`src/hw/rtl/fsrc_pkg.sv`:
```
// Shared types, codes and defaults for the fault site reachability check.
`timescale 1ns / 1ps
`default_nettype none
package fsrc_pkg;

    // Default sizes of the netlist stores and the command queue
    localparam int NETS_DEF   = 4096;
    localparam int NODES_DEF  = 4096;
    localparam int EDGES_DEF  = 16384;
    localparam int QDEPTH_DEF = 2;

    // Fixed field widths
    localparam int REQ_W  = 3;
    localparam int IDX_W  = 15;
    localparam int NET_W  = 13;
    localparam int LINK_W = 15;
    localparam int CNT_W  = 13;
    localparam int EP_W   = 8;

    // Request codes on the input word
    localparam logic [REQ_W-1:0] REQ_NODE  = 3'd0;
    localparam logic [REQ_W-1:0] REQ_OFFS  = 3'd1;
    localparam logic [REQ_W-1:0] REQ_TGT   = 3'd2;
    localparam logic [REQ_W-1:0] REQ_FLAG  = 3'd3;
    localparam logic [REQ_W-1:0] REQ_QUERY = 3'd4;

    // Command codes between front and back
    localparam logic [2:0] OP_NODE  = 3'd0;
    localparam logic [2:0] OP_OFFS  = 3'd1;
    localparam logic [2:0] OP_TGT   = 3'd2;
    localparam logic [2:0] OP_FLAG  = 3'd3;
    localparam logic [2:0] OP_QUERY = 3'd4;
    localparam logic [2:0] OP_QZERO = 3'd5;

    typedef logic [5:0][NET_W-1:0] fsrc_ins_t;

    typedef struct packed {
        logic [REQ_W-1:0]  req_type;
        logic [IDX_W-1:0]  item_index;
        logic [NET_W-1:0]  out_net;
        logic [NET_W-1:0]  in_a;
        logic [NET_W-1:0]  in_b;
        logic [NET_W-1:0]  in_c;
        logic [NET_W-1:0]  in_d;
        logic [NET_W-1:0]  in_e;
        logic [NET_W-1:0]  in_f;
        logic [LINK_W-1:0] link_value;
        logic              observable_flag;
        logic              controllable_flag;
    } fsrc_in_t;

    typedef struct packed {
        logic observable_reach;
        logic reachable_from_source;
    } fsrc_out_t;

    typedef struct packed {
        logic [2:0]        op;
        logic              drv;
        logic [IDX_W-1:0]  idx;
        logic [NET_W-1:0]  out_net;
        fsrc_ins_t         ins;
        logic [LINK_W-1:0] link;
        logic              obs;
        logic              ctl;
    } fsrc_cmd_t;

    typedef struct packed {
        logic full;
        logic empty;
    } fsrc_qstat_t;

    typedef struct packed {
        logic clearing;
    } fsrc_stat_t;

endpackage
`default_nettype wire

```
`src/hw/rtl/fsrc_queue.sv`:
```
// Short command queue between the front end and the walk engine.
`timescale 1ns / 1ps
`default_nettype none
module fsrc_queue
    import fsrc_pkg::*;
#(
    parameter int DEPTH = QDEPTH_DEF
)
(
    input  wire logic      clk,
    input  wire logic      rst_n,
    input  wire logic      push,
    input  wire fsrc_cmd_t push_cmd,
    input  wire logic      pop,
    output fsrc_cmd_t      head,
    output fsrc_qstat_t    qstat
);

    localparam int AW = (DEPTH > 1) ? $clog2(DEPTH) : 1;
    localparam int CW = $clog2(DEPTH + 1);

    fsrc_cmd_t         slot_reg [DEPTH];
    logic [AW-1:0]     wr_reg, wr_next;
    logic [AW-1:0]     rd_reg, rd_next;
    logic [CW-1:0]     cnt_reg, cnt_next;

    assign qstat.full  = (cnt_reg == CW'(DEPTH));
    assign qstat.empty = (cnt_reg == '0);
    assign head        = slot_reg[rd_reg];

    // Pointer and fill count
    always_comb
    begin
        wr_next  = wr_reg;
        rd_next  = rd_reg;
        cnt_next = cnt_reg;
        if (push)
        begin
            wr_next = (wr_reg == AW'(DEPTH - 1)) ? '0 : wr_reg + 1'b1;
        end
        if (pop)
        begin
            rd_next = (rd_reg == AW'(DEPTH - 1)) ? '0 : rd_reg + 1'b1;
        end
        if (push && !pop)
        begin
            cnt_next = cnt_reg + 1'b1;
        end
        else if (pop && !push)
        begin
            cnt_next = cnt_reg - 1'b1;
        end
    end

    always_ff @(posedge clk or negedge rst_n)
    begin
        if (!rst_n)
        begin
            wr_reg  <= '0;
            rd_reg  <= '0;
            cnt_reg <= '0;
        end
        else
        begin
            wr_reg  <= wr_next;
            rd_reg  <= rd_next;
            cnt_reg <= cnt_next;
        end
    end

    // Payload slots
    always_ff @(posedge clk)
    begin
        if (push)
        begin
            slot_reg[wr_reg] <= push_cmd;
        end
    end

endmodule
`default_nettype wire

```
`config.mk`:
```
export PLATFORM = sky130hd
export DESIGN_NAME = fsrc_queue
export DESIGN_NICKNAME = d
export VERILOG_FILES = /design/src/hw/rtl/fsrc_pkg.sv /design/src/hw/rtl/fsrc_queue.sv
export SDC_FILE = /design/constraint.sdc
export NUM_CORES = 1
export LEC_CHECK = 0
export BUFFER_PORTS_ARGS = -buffer_cell sky130_fd_sc_hd__buf_2
export CORE_MARGIN = 3
export CORE_UTILIZATION = 30
export DETAILED_ROUTE_END_ITERATION = 8
export GPL_ROUTABILITY_DRIVEN = 1
export REMOVE_ABC_BUFFERS = 1
export SYNTH_ARGS = -nofsm -noshare
export SYNTH_HDL_FRONTEND = slang
export SYNTH_SLANG_ARGS = --single-unit
```
`constraint.sdc`:
```
create_clock -name clk -period 10.9 [get_ports clk]
set_input_delay 1.09 -clock clk [delete_from_list [all_inputs] [get_ports clk]]
set_output_delay 1.09 -clock clk [all_outputs]
set_load 0.01 [all_outputs]
```
# After elaboration in Yosys (flattened, before gate mapping)
# Memories as Yosys holds them, arrays and structs flattened.
# Index checks and enable logic that the tools add are counted.
[op_classes]
mux = 6
eq_ne = 1
reduce_logical = 6
n_addsub = 4
[op_table]
columns = ["op", "n"]
rows = [
  ["1-bit two-way mux", 4],
  ["2-bit two-way mux", 2],
  ["1-bit adder, second input constant", 2],
  ["2-bit by 1-bit adder with 2-bit output, second input constant", 1],
  ["2-bit equality test, second input constant", 1],
  ["1-bit logical AND", 2],
  ["1-bit logical NOT", 2],
  ["2-bit logical NOT", 1],
  ["2-bit nonzero test", 1],
  ["2-bit by 1-bit subtractor with 2-bit output, second input constant", 1],
]
[word_totals]
word_cells = 21
regBits = 4
output_inout_bits = 129
mem_bits_rw = 254
memories = 1
inputBits = 131
[memory_table]
columns = ["memory", "words", "word_bits", "rd", "rd_ports_with_merged_regs", "wr", "line", "rtl"]
rows = [
  ["slot_reg", 2, 127, 1, 0, 1, "fsrc_queue.sv:22", "fsrc_cmd_t slot_reg [DEPTH];"],
]

# Longest topological paths before layout
[depth]
depth_word = 4
ltp_mapped = 5
depth_no_buf = 5

# Worst setup path after synthesis
# OpenSTA, ideal clock, no wires.
[synth_timing]
path_type = "input to register"
startpoint = "in push"
endpoint = "mem slot_reg[0][0] (netlist name) (enable)"
t_arrival_ps = 6595
path_buffers = 0
setup_slack_ps = 3675
cell_stages = 1
required_ps = 10270
setup_ps = 630
path_cell_list = "nor2b_1"
[synth_via]
elab_chain_cells = 2
[synth_lines]
columns = ["element", "line", "rtl"]
rows = [
  ["start: declaration", "fsrc_queue.sv:12", "input wire logic push,"],
  ["1-bit two-way mux", "fsrc_queue.sv:74", "if (push)"],
  ["1-bit two-way mux (implied by the code)", "fsrc_queue.sv:76", "slot_reg[wr_reg] <= push_cmd;"],
  ["end: declaration", "fsrc_queue.sv:22", ""],
]
# No other way between the ends.

==> key figures <==
Outcome
  • Run status: finished clean

Setup path
  • Largest fanout on the critical path: 65
  • Reg2reg start: wr_reg
  • Critical Path RT: 9.81 ns
  • Critical Path AT: 3.10 ns
  • Flop2flop setup slack: 8.45 ns
  • Reg2reg end: slot_reg[1][69]
  • Crit path capture type: output port
  • Startpoint Class: flip-flop
  • Worst Reg-to-Reg Cells: 2
  • Crit Path Class: flip-flop to output port

Run
  • MaxCap Viol Count: 0

STA
  • Slew HR: 35.3%
  • Period utilization: 38.4%
  • Clk_skew: 0.0125 ns
  • Hold slack final: 0.354 ns
  • Fmax: 0.239 GHz
  • Final setup violation count: 0
  • Post-route setup slack: 6.71 ns
  • RSZ-0062 raised after global routing: no
  • Final Hold Vio Count: 0
  • Crit path time final: 4.19 ns
  • Final Max Tran Viols: 0
  • Setup TNS: 0 ns
  • Measured slew at the worst slew-check pin: 0.970 ns

Placed design
  • Placed insts: 1056
  • Post-DP Area: 11100 µm²
  • Gp weighted congestion: 0.732
  • IO Port Bufs: 259
  • Placed wire-length estimate: 12500 µm
  • Worst slack, placed: 7.17 ns

Yosys
  • Yosys Warn Count: 0
  • Share of the synthesized area in the top cell type: 80.9%
  • Synth area leader: edfxtp_1
  • Synth area leaders: edfxtp_1, mux2_2, clkbuf_8
  • Sequential share of the synthesized area: 82.0%
  • Netlist cell types: 12
  • Mapped Cells: 411
  • Synth Register Bits: 258
  • Synth Area per Inst: 22.9 µm²
  • Cell area after synthesis: 9430 µm²

Detailed routing
  • Via density: 4.26
  • DRT iter0 DRCs: 245
  • Final wirelength: 19300 µm
  • Vias: 4744
  • Routed Antenna Nets: 0
  • Avg WL per Cell: 17.4 µm
  • First drt pass iteration count: 4
  • DRC violations left: 0

Final layout
  • Max FFs per register: 254
  • Final std cells w/o fill: 1114
  • Fill cells: 2886
  • Area growth, synth to finish: 27.0%
  • Layout cells sized above 1: 60.2%
  • Nets: 823
  • Final instance area: 12000 µm²
  • Core Util, Final: 38.9%

Power and ir drop
  • Total power draw: 3.10 mW
  • Pwr dens: 259 nW/µm²
  • Peak VDD IR: 0.172 mV
  • P_leak: 4.45 nW

Die
  • Row cnt: 64
  • Die H: 183 µm
  • Initial core utilization: 30.7%
  • Die Area: 33600 µm²
  • Core Area: 30700 µm²
  • Die Span X: 183 µm
  • I/O pin cnt: 260

Clock tree
  • CTS buffer count: 29
  • Clock transition at path regs: 0.06 ns
  • CTS resizes: 0
  • # Post-CTS Setup Buffers: 0
  • H-tree lvl count: 1
  • Hold-fix buffers, CTS: 0
  • Clk buf depth: 3
  • Clock Latency Late Sink: 0.53 ns
  • CTS tree: done
  • CTS root buf: clkbuf_16
  • Clock Sinks: 258

Global routing
  • Tot GR Track Use: 11.0%
  • Largest net degree at the start of global routing: 67
  • First-pass GRT wire length: 28800 µm
  • Number of global-route vias before repair: 5006
  • Initial antenna violation count: 5
  • Grt total ovfl: 0

Worst hold path
  • Worst min-delay path class: input pin to asynchronous set/reset pin
report_power, final:
group          switching [mW]  total, mW  internal, mW
combinational           0.422      0.798         0.376
sequential             0.0890       1.41          1.32
clock                   0.365      0.896         0.531
total                   0.876       3.10          2.23
worst max-delay path, stage by stage (launching register included):
cell	delay (ns)
dfrtp_4	0.99
buf_4	0.78
mux2_2	0.44
buf_2	0.14
worst max path at each step:
stage,endpoint,from,cells after the start
floorplan,slot_reg[0][0],push,1
global placement,head[37],rd_reg,3
detailed placement,head[37],rd_reg,3
CTS,head[37],rd_reg,3
global route,head[37],rd_reg,3
finish,head[115],rd_reg,3
cell usage after synthesis:
library cell	n
dfrtp_1	4
xnor2_1	1
mux2_2	127
and2_1	1
ha_1	1
inv_1	1
nor2_1	2
xor2_1	4
nor2b_1	2
buf_6	4
edfxtp_1	254
clkbuf_8	10
layer usage:
layer	up-vias	global-route usage [%]	part of all wire, %
met5	-	0	0.18
met4	6	3.93	3.2
met1	2306	13.2	40
met3	44	4.60	9.2
li1	2211	-	-
met2	177	18.0	48
layout make-up:
cell class | instances | area, µm² | share of cell area, %
inverter | 1 | 3.75 | 0.0313
multi-input combinational | 138 | 1520 | 12.7
tap | 396 | 495 | 4.14
antenna | 4 | 10.0 | 0.0836
clock buffer | 34 | 744 | 6.22
timing repair buffer | 263 | 1330 | 11.1
sequential | 258 | 7730 | 64.6
clock inverter | 20 | 141 | 1.18
cell usage in the layout (no fill, tap or decap), drive strengths merged:
| cell | n |
|---|---|
| buf | 263 |
| edfxtp | 254 |
| mux2 | 127 |
| clkbuf | 34 |
| clkinv | 16 |
| diode | 4 |
| xor2 | 4 |
| dfrtp | 4 |
| nor2 | 2 |
| bufinv | 2 |
| inv | 2 |
| nor2b | 2 |
| and2 | 1 |
| xnor2 | 1 |
| ha | 1 |
| clkinvlp | 1 |
logic make-up (layout without fill, tap and decap cells):
kind of cell	count (synthesis)	after routing	synth area share [%]
xor+xnor	5	5	0.465
fa+ha+maj	1	1	0.133
buf+inv	15	318	1.98
flops	258	258	82.0
mux	127	127	15.2
other cells	0	4	0
simple gates	5	5	0.279
Power figures use the tool's default switching activity.
