--- config.mk ---
export PLATFORM = sky130hd
export DESIGN_NAME = fsrc_front
export DESIGN_NICKNAME = d
export VERILOG_FILES = /design/src/hw/rtl/fsrc_pkg.sv /design/src/hw/rtl/fsrc_front.sv
export SDC_FILE = /design/constraint.sdc
export NUM_CORES = 1
export LEC_CHECK = 0
export BUFFER_PORTS_ARGS = -buffer_cell sky130_fd_sc_hd__buf_4
export CAP_MARGIN = 5
export CORE_AREA = 4 4 105 107
export DETAILED_ROUTE_END_ITERATION = 10
export DIE_AREA = 0 0 109 111
export PLACE_DENSITY = 0.57
export REMOVE_ABC_BUFFERS = 1
export SLEW_MARGIN = 10
export SYNTH_ARGS = -nofsm -noshare
export SYNTH_HDL_FRONTEND = slang
export SYNTH_SLANG_ARGS = --single-unit
--- constraint.sdc ---
create_clock -name vclk -period 1.6
set_input_delay 0.08 -clock vclk [all_inputs]
set_output_delay 0.08 -clock vclk [all_outputs]
set_load 0.005 [all_outputs]
--- src/hw/rtl/fsrc_pkg.sv ---
// Shared types, codes and defaults for the fault site reachability check.
`timescale 1ns / 1ps
`default_nettype none
package fsrc_pkg;

    // Default sizes of the netlist stores and the command queue
    localparam int NETS_DEF   = 4096;
    localparam int NODES_DEF  = 4096;
    localparam int EDGES_DEF  = 16384;
    localparam int QDEPTH_DEF = 2;

    // Fixed field widths
    localparam int REQ_W  = 3;
    localparam int IDX_W  = 15;
    localparam int NET_W  = 13;
    localparam int LINK_W = 15;
    localparam int CNT_W  = 13;
    localparam int EP_W   = 8;

    // Request codes on the input word
    localparam logic [REQ_W-1:0] REQ_NODE  = 3'd0;
    localparam logic [REQ_W-1:0] REQ_OFFS  = 3'd1;
    localparam logic [REQ_W-1:0] REQ_TGT   = 3'd2;
    localparam logic [REQ_W-1:0] REQ_FLAG  = 3'd3;
    localparam logic [REQ_W-1:0] REQ_QUERY = 3'd4;

    // Command codes between front and back
    localparam logic [2:0] OP_NODE  = 3'd0;
    localparam logic [2:0] OP_OFFS  = 3'd1;
    localparam logic [2:0] OP_TGT   = 3'd2;
    localparam logic [2:0] OP_FLAG  = 3'd3;
    localparam logic [2:0] OP_QUERY = 3'd4;
    localparam logic [2:0] OP_QZERO = 3'd5;

    typedef logic [5:0][NET_W-1:0] fsrc_ins_t;

    typedef struct packed {
        logic [REQ_W-1:0]  req_type;
        logic [IDX_W-1:0]  item_index;
        logic [NET_W-1:0]  out_net;
        logic [NET_W-1:0]  in_a;
        logic [NET_W-1:0]  in_b;
        logic [NET_W-1:0]  in_c;
        logic [NET_W-1:0]  in_d;
        logic [NET_W-1:0]  in_e;
        logic [NET_W-1:0]  in_f;
        logic [LINK_W-1:0] link_value;
        logic              observable_flag;
        logic              controllable_flag;
    } fsrc_in_t;

    typedef struct packed {
        logic observable_reach;
        logic reachable_from_source;
    } fsrc_out_t;

    typedef struct packed {
        logic [2:0]        op;
        logic              drv;
        logic [IDX_W-1:0]  idx;
        logic [NET_W-1:0]  out_net;
        fsrc_ins_t         ins;
        logic [LINK_W-1:0] link;
        logic              obs;
        logic              ctl;
    } fsrc_cmd_t;

    typedef struct packed {
        logic full;
        logic empty;
    } fsrc_qstat_t;

    typedef struct packed {
        logic clearing;
    } fsrc_stat_t;

endpackage
`default_nettype wire

--- src/hw/rtl/fsrc_front.sv ---
// Front end: accepts input words, range checks them and turns them into commands.
`timescale 1ns / 1ps
`default_nettype none
module fsrc_front
    import fsrc_pkg::*;
#(
    parameter int NETS  = NETS_DEF,
    parameter int NODES = NODES_DEF,
    parameter int EDGES = EDGES_DEF
)
(
    input  wire fsrc_in_t    in_data,
    input  wire logic        in_valid,
    output logic             in_ready,
    input  wire logic [CNT_W-1:0] n_lim,
    input  wire fsrc_qstat_t qstat,
    input  wire fsrc_stat_t  bstat,
    output logic             push,
    output fsrc_cmd_t        cmd
);

    logic keep;

    assign in_ready = !qstat.full && !bstat.clearing;

    // Classify the word; out of range loads and unknown codes are dropped
    always_comb
    begin
        cmd.op      = OP_NODE;
        cmd.drv     = (32'(in_data.out_net) < 32'(n_lim));
        cmd.idx     = in_data.item_index;
        cmd.out_net = in_data.out_net;
        cmd.ins     = {in_data.in_f, in_data.in_e, in_data.in_d,
                       in_data.in_c, in_data.in_b, in_data.in_a};
        cmd.link    = in_data.link_value;
        cmd.obs     = in_data.observable_flag;
        cmd.ctl     = in_data.controllable_flag;
        keep        = 1'b0;
        case (in_data.req_type)
            REQ_NODE:
            begin
                cmd.op = OP_NODE;
                keep   = (32'(in_data.item_index) < NODES);
            end
            REQ_OFFS:
            begin
                cmd.op = OP_OFFS;
                keep   = (32'(in_data.item_index) <= NETS);
            end
            REQ_TGT:
            begin
                cmd.op = OP_TGT;
                keep   = (32'(in_data.item_index) < EDGES);
            end
            REQ_FLAG:
            begin
                cmd.op = OP_FLAG;
                keep   = (32'(in_data.item_index) < NETS);
            end
            REQ_QUERY:
            begin
                cmd.op = (32'(in_data.item_index) < 32'(n_lim)) ? OP_QUERY : OP_QZERO;
                keep   = 1'b1;
            end
            default:
            begin
                keep = 1'b0;
            end
        endcase
    end

    assign push = in_valid && in_ready && keep;

endmodule
`default_nettype wire

* After elaboration in Yosys (flattened, before gate mapping)
Index checks and enable logic that the tools add are counted.
** Word-level totals
- Output and inout bits :: 129
- Logic and storage cells :: 19
- Bits of input ports :: 143
- Register bits :: 0
** Operators by class
- Eq/ne operators :: 4
- Multiplexer cells :: 3
- $lt $le $gt $ge :: 5
- Reductions and logical operators :: 7
** Operator list (count)
- 15-bit by 13-bit <= comparator with 1-bit output (second input constant) :: 1
- 15-bit by 13-bit < comparator with 1-bit output :: 1
- 15-bit by 13-bit < comparator with 1-bit output (second input constant) :: 1
- 15-bit < comparator (second input constant) :: 1
- 13-bit < comparator :: 1
- 3-bit one-hot mux with 4 select lines :: 1
- 3-bit by 2-bit equality test with 1-bit output (second input constant) :: 2
- 1-bit one-hot mux with 4 select lines :: 1
- 3-bit by 1-bit equality test with 1-bit output (second input constant) :: 1
- 3-bit equality test (second input constant) :: 1
- 1-bit logical AND :: 3
- 3-bit logical NOT :: 1
- 1-bit logical NOT :: 2
- 2-bit OR reduction :: 1
- 1-bit 2-to-1 mux :: 1

* Depth between registers and ports, before layout
- Depth after elaboration :: 4
- Mapped depth :: 6
- Depth with buffers taken out :: 6

* Least setup slack after synthesis
No wires, ideal clock.
- Path type :: input port to output port
- Start :: input port n_lim[5]
- End :: output port cmd[124] in the netlist's numbering
- Data arrival time :: 1100 ps
- Slack :: 420 ps
- Buffers on the path :: 0
- Data required time :: 1520 ps
- Stages :: 6
- Cell sequence :: inv_1 -> ha_1 -> a21o_1 -> a221o_1 -> a31oi_1 -> o21ai_1
** RTL lines
- start: declaration :: line fsrc_front.sv:15 : input wire logic [CNT_W-1:0] n_lim,
- end: declaration :: line fsrc_front.sv:19 : output fsrc_cmd_t cmd

==> impl_metrics.tcl <==
set metrics [dict create \
    synthSimpleGateAreaFrac_pct 9.36 \
    period_share_pct 94.6 \
    hold_path.startpoint "in_data[11]" \
    synthesis.instances 213 \
    outcome "finished, final reports clean" \
    initial_antenna_violation_count 0 \
    nFlopsAndLatches 0 \
    final-max-slew-violation-count 0 \
    cellLeakagePower_nw 0.771 \
    hold_path_end "cmd[11]" \
    pwr_density_cell_nw_per_um2 248 \
    finish.net_count 340 \
    drtAntennaViolNets 0 \
    max_slew.worst_pin.slew_ns 0.308 \
    synthesis.area_um2 1590 \
    p_sw_share_pct 45.6 \
    min_period_ns 1.51 \
    die_width_um 109 \
    wire_length_of_the_first_global_routing_pass_um 17900 \
    internal_power_mw 0.199 \
    max_cap_viol_count 0 \
    layout-drive-gt1-share_pct 51.5 \
    final_hold_vios 0 \
    grt_max_degree 6 \
    fin_total_pwr_mw 0.366 \
    io_pins 272 \
    place_area_um2 1450 \
    num_antenna_cells 0 \
    postCtsSetupBuffers 0 \
    routed_wire_length_per_instance_um 51.1 \
    n_fill_cell 1156 \
    timing.hold.ws_ns 0.160 \
    critical_path_arrival_ns 1.43 \
    grt_use_met2_pct 44.7 \
    path_cells "buf_4, inv_1, ha_4, a21o_1, a221o_1, a31oi_2, o21ai_1, buf_4" \
    num_vias 1223 \
    placement.io_buffers 81 \
    synth.avg_cell_area_um2 7.47 \
    gr-usage-met1_pct 10.7 \
    synth-adder-area-share_pct 18.9 \
    synth_compound_gate_area_share_pct 10.4 \
    register_area_um2 0 \
    floorplan.die_area_um2 12100 \
    area_growth_syn_to_layout_pct -7.16 \
    dominant_cell_type_by_count_on_the_critical_path "buf_4" \
    finalSetupViolations 0 \
    worstHoldPathType "input port to output port" \
    via_per_inst 3.98 \
    final_area_um2 1480 \
    gpl.final_weighted_congestion 0.878 \
    crit_path_start_kind "input port" \
    max_clock_freq_mhz 661 \
    xor_xnor_fraction_of_synth_area_pct 0 \
    worstPathRequired_ns 1.52 \
    critical_path_buf_inv_count 3 \
    fin_setup_tns_ns 0 \
    route.final.wire_length_um 15700 \
    peakVddDrop_uv 70.7 \
    power.share.sequential_pct 0 \
    switchingPower_mw 0.167 \
    drt_first_pass_iters 3 \
    initial_utilization_pct 15.7 \
    drt_iter0_markers 54 \
    synth.distinct_cells 26 \
    slew-limit-headroom_pct 79.3 \
    path_delay_family "compound AO/OA/AOI/OAI gates" \
    floorplan_die_height_um 111 \
    post-dp-hpwl_um 15200 \
    unrepaired_setup_endpoints_after_global_routing "false" \
    grt_pass1_vias 1228 \
    whs_path_depth 0 \
    cpPeakStageDelay_ns 0.36 \
    end_kind "output port" \
    crit_path_start "n_lim[5]" \
    global_route.usage.total_pct 24.4 \
    critical_path.max_fanout 2 \
    synth_top_family_by_area "buffers and inverters" \
    grt_busiest_layer "met2" \
    share_comb_of_total_power_pct 100.0 \
    synth.yosys.seq_area_share_pct 0 \
    yosysWarningCount 0 \
    fp-row-count 37 \
    timing_worst_setup_path_type "input port to output port" \
    drc_errors 0 \
    use_met3_pct 35.8 \
    p_clk_share_pct 0 \
    grt-ovfl-total 0 \
    n_clock_buffer 0 \
    synthMuxAreaShare_pct 0 \
    floorplan.core_area_um2 10100 \
    critical-path-slowest-cell "a221o_1" \
]
-- layout make-up --
type | count | area (um2) | area share (%)
inverter | 14 | 52.6 | 3.56
multi-input combinational | 76 | 646 | 43.7
tap | 136 | 170 | 11.5
timing repair buffer | 81 | 608 | 41.2
-- synthesized netlist by cell type, types with 2 or more instances --
cell     number  area [um2]
buf_4       123         923
a31oi_1       2        12.5
a21o_1        2        15.0
o21ai_1       3        15.0
ha_1         24         300
inv_1        14        52.6
a21oi_1      11        55.1
nor3_1        2        10.0
o21a_1        2        15.0
nand4_1       2        12.5
nor2_1        3        11.3
o21ai_0       2        10.0
nand2_1       9        33.8
nor4_1        2        12.5
-- layer usage --
layer  vias up  wire, um
li1        495         -
met1       480      2250
met2       234      8160
met3        10      4970
met4         4       225
met5         -        80
-- repair_timing --
item,in CTS,in global routing
endpoints found under the setup margin,1,2
cloned,0,0
hold buffers,0,0
resized for setup,1,4
-- through the flow --
| step | utilization [%] | setup WS [ns] | cells |
|---|---|---|---|
| detailed placement | 14.3 | -0.0483 | 307 |
| global route | 14.6 | 0.00909 | 307 |
| CTS | 14.3 | 0.0286 | 307 |
| floorplan | - | 0.420 | 90 |
| finish | 14.6 | 0.0862 | 307 |
| global placement | 14.3 | -0.0476 | 307 |
-- placed cells by master (no fill, tap or decap), types with 2 or more instances in the layout --
master / count
a21o_1: 2
a21oi_1: 11
buf_4: 81
ha_1: 23
inv_1: 14
nand2_1: 9
nand4_1: 2
nor2_1: 3
nor3_1: 2
o21a_1: 2
o21ai_0: 2
o21ai_1: 3
-- worst max-delay path by stage --
stage	endpoint	slack (ns)	cells past startpoint
3_5_place_dp	push	-0.05	6
3_3_place_gp	push	-0.05	6
4_1_cts	cmd[124]	0.03	7
2_1_floorplan	cmd[124]	0.42	6
5_1_grt	cmd[124]	0.009	8
6_report	cmd[124]	0.09	8
-- cell families after synthesis --
logic type      count (synthesis)
simple gates                   25
compound gates                 27
buf+inv                       137
fa+ha+maj                      24
-- power by group through the flow --
stage / combinational, mW / sequential (mW) / clock, mW
global placement: 0.350 / 0 / 0
detailed placement: 0.359 / 0 / 0
global route: 0.406 / 0 / 0
finish: 0.366 / 0 / 0
CTS: 0.362 / 0 / 0
floorplan: 0.118 / 0 / 0
Power figures use the tool's default switching activity.
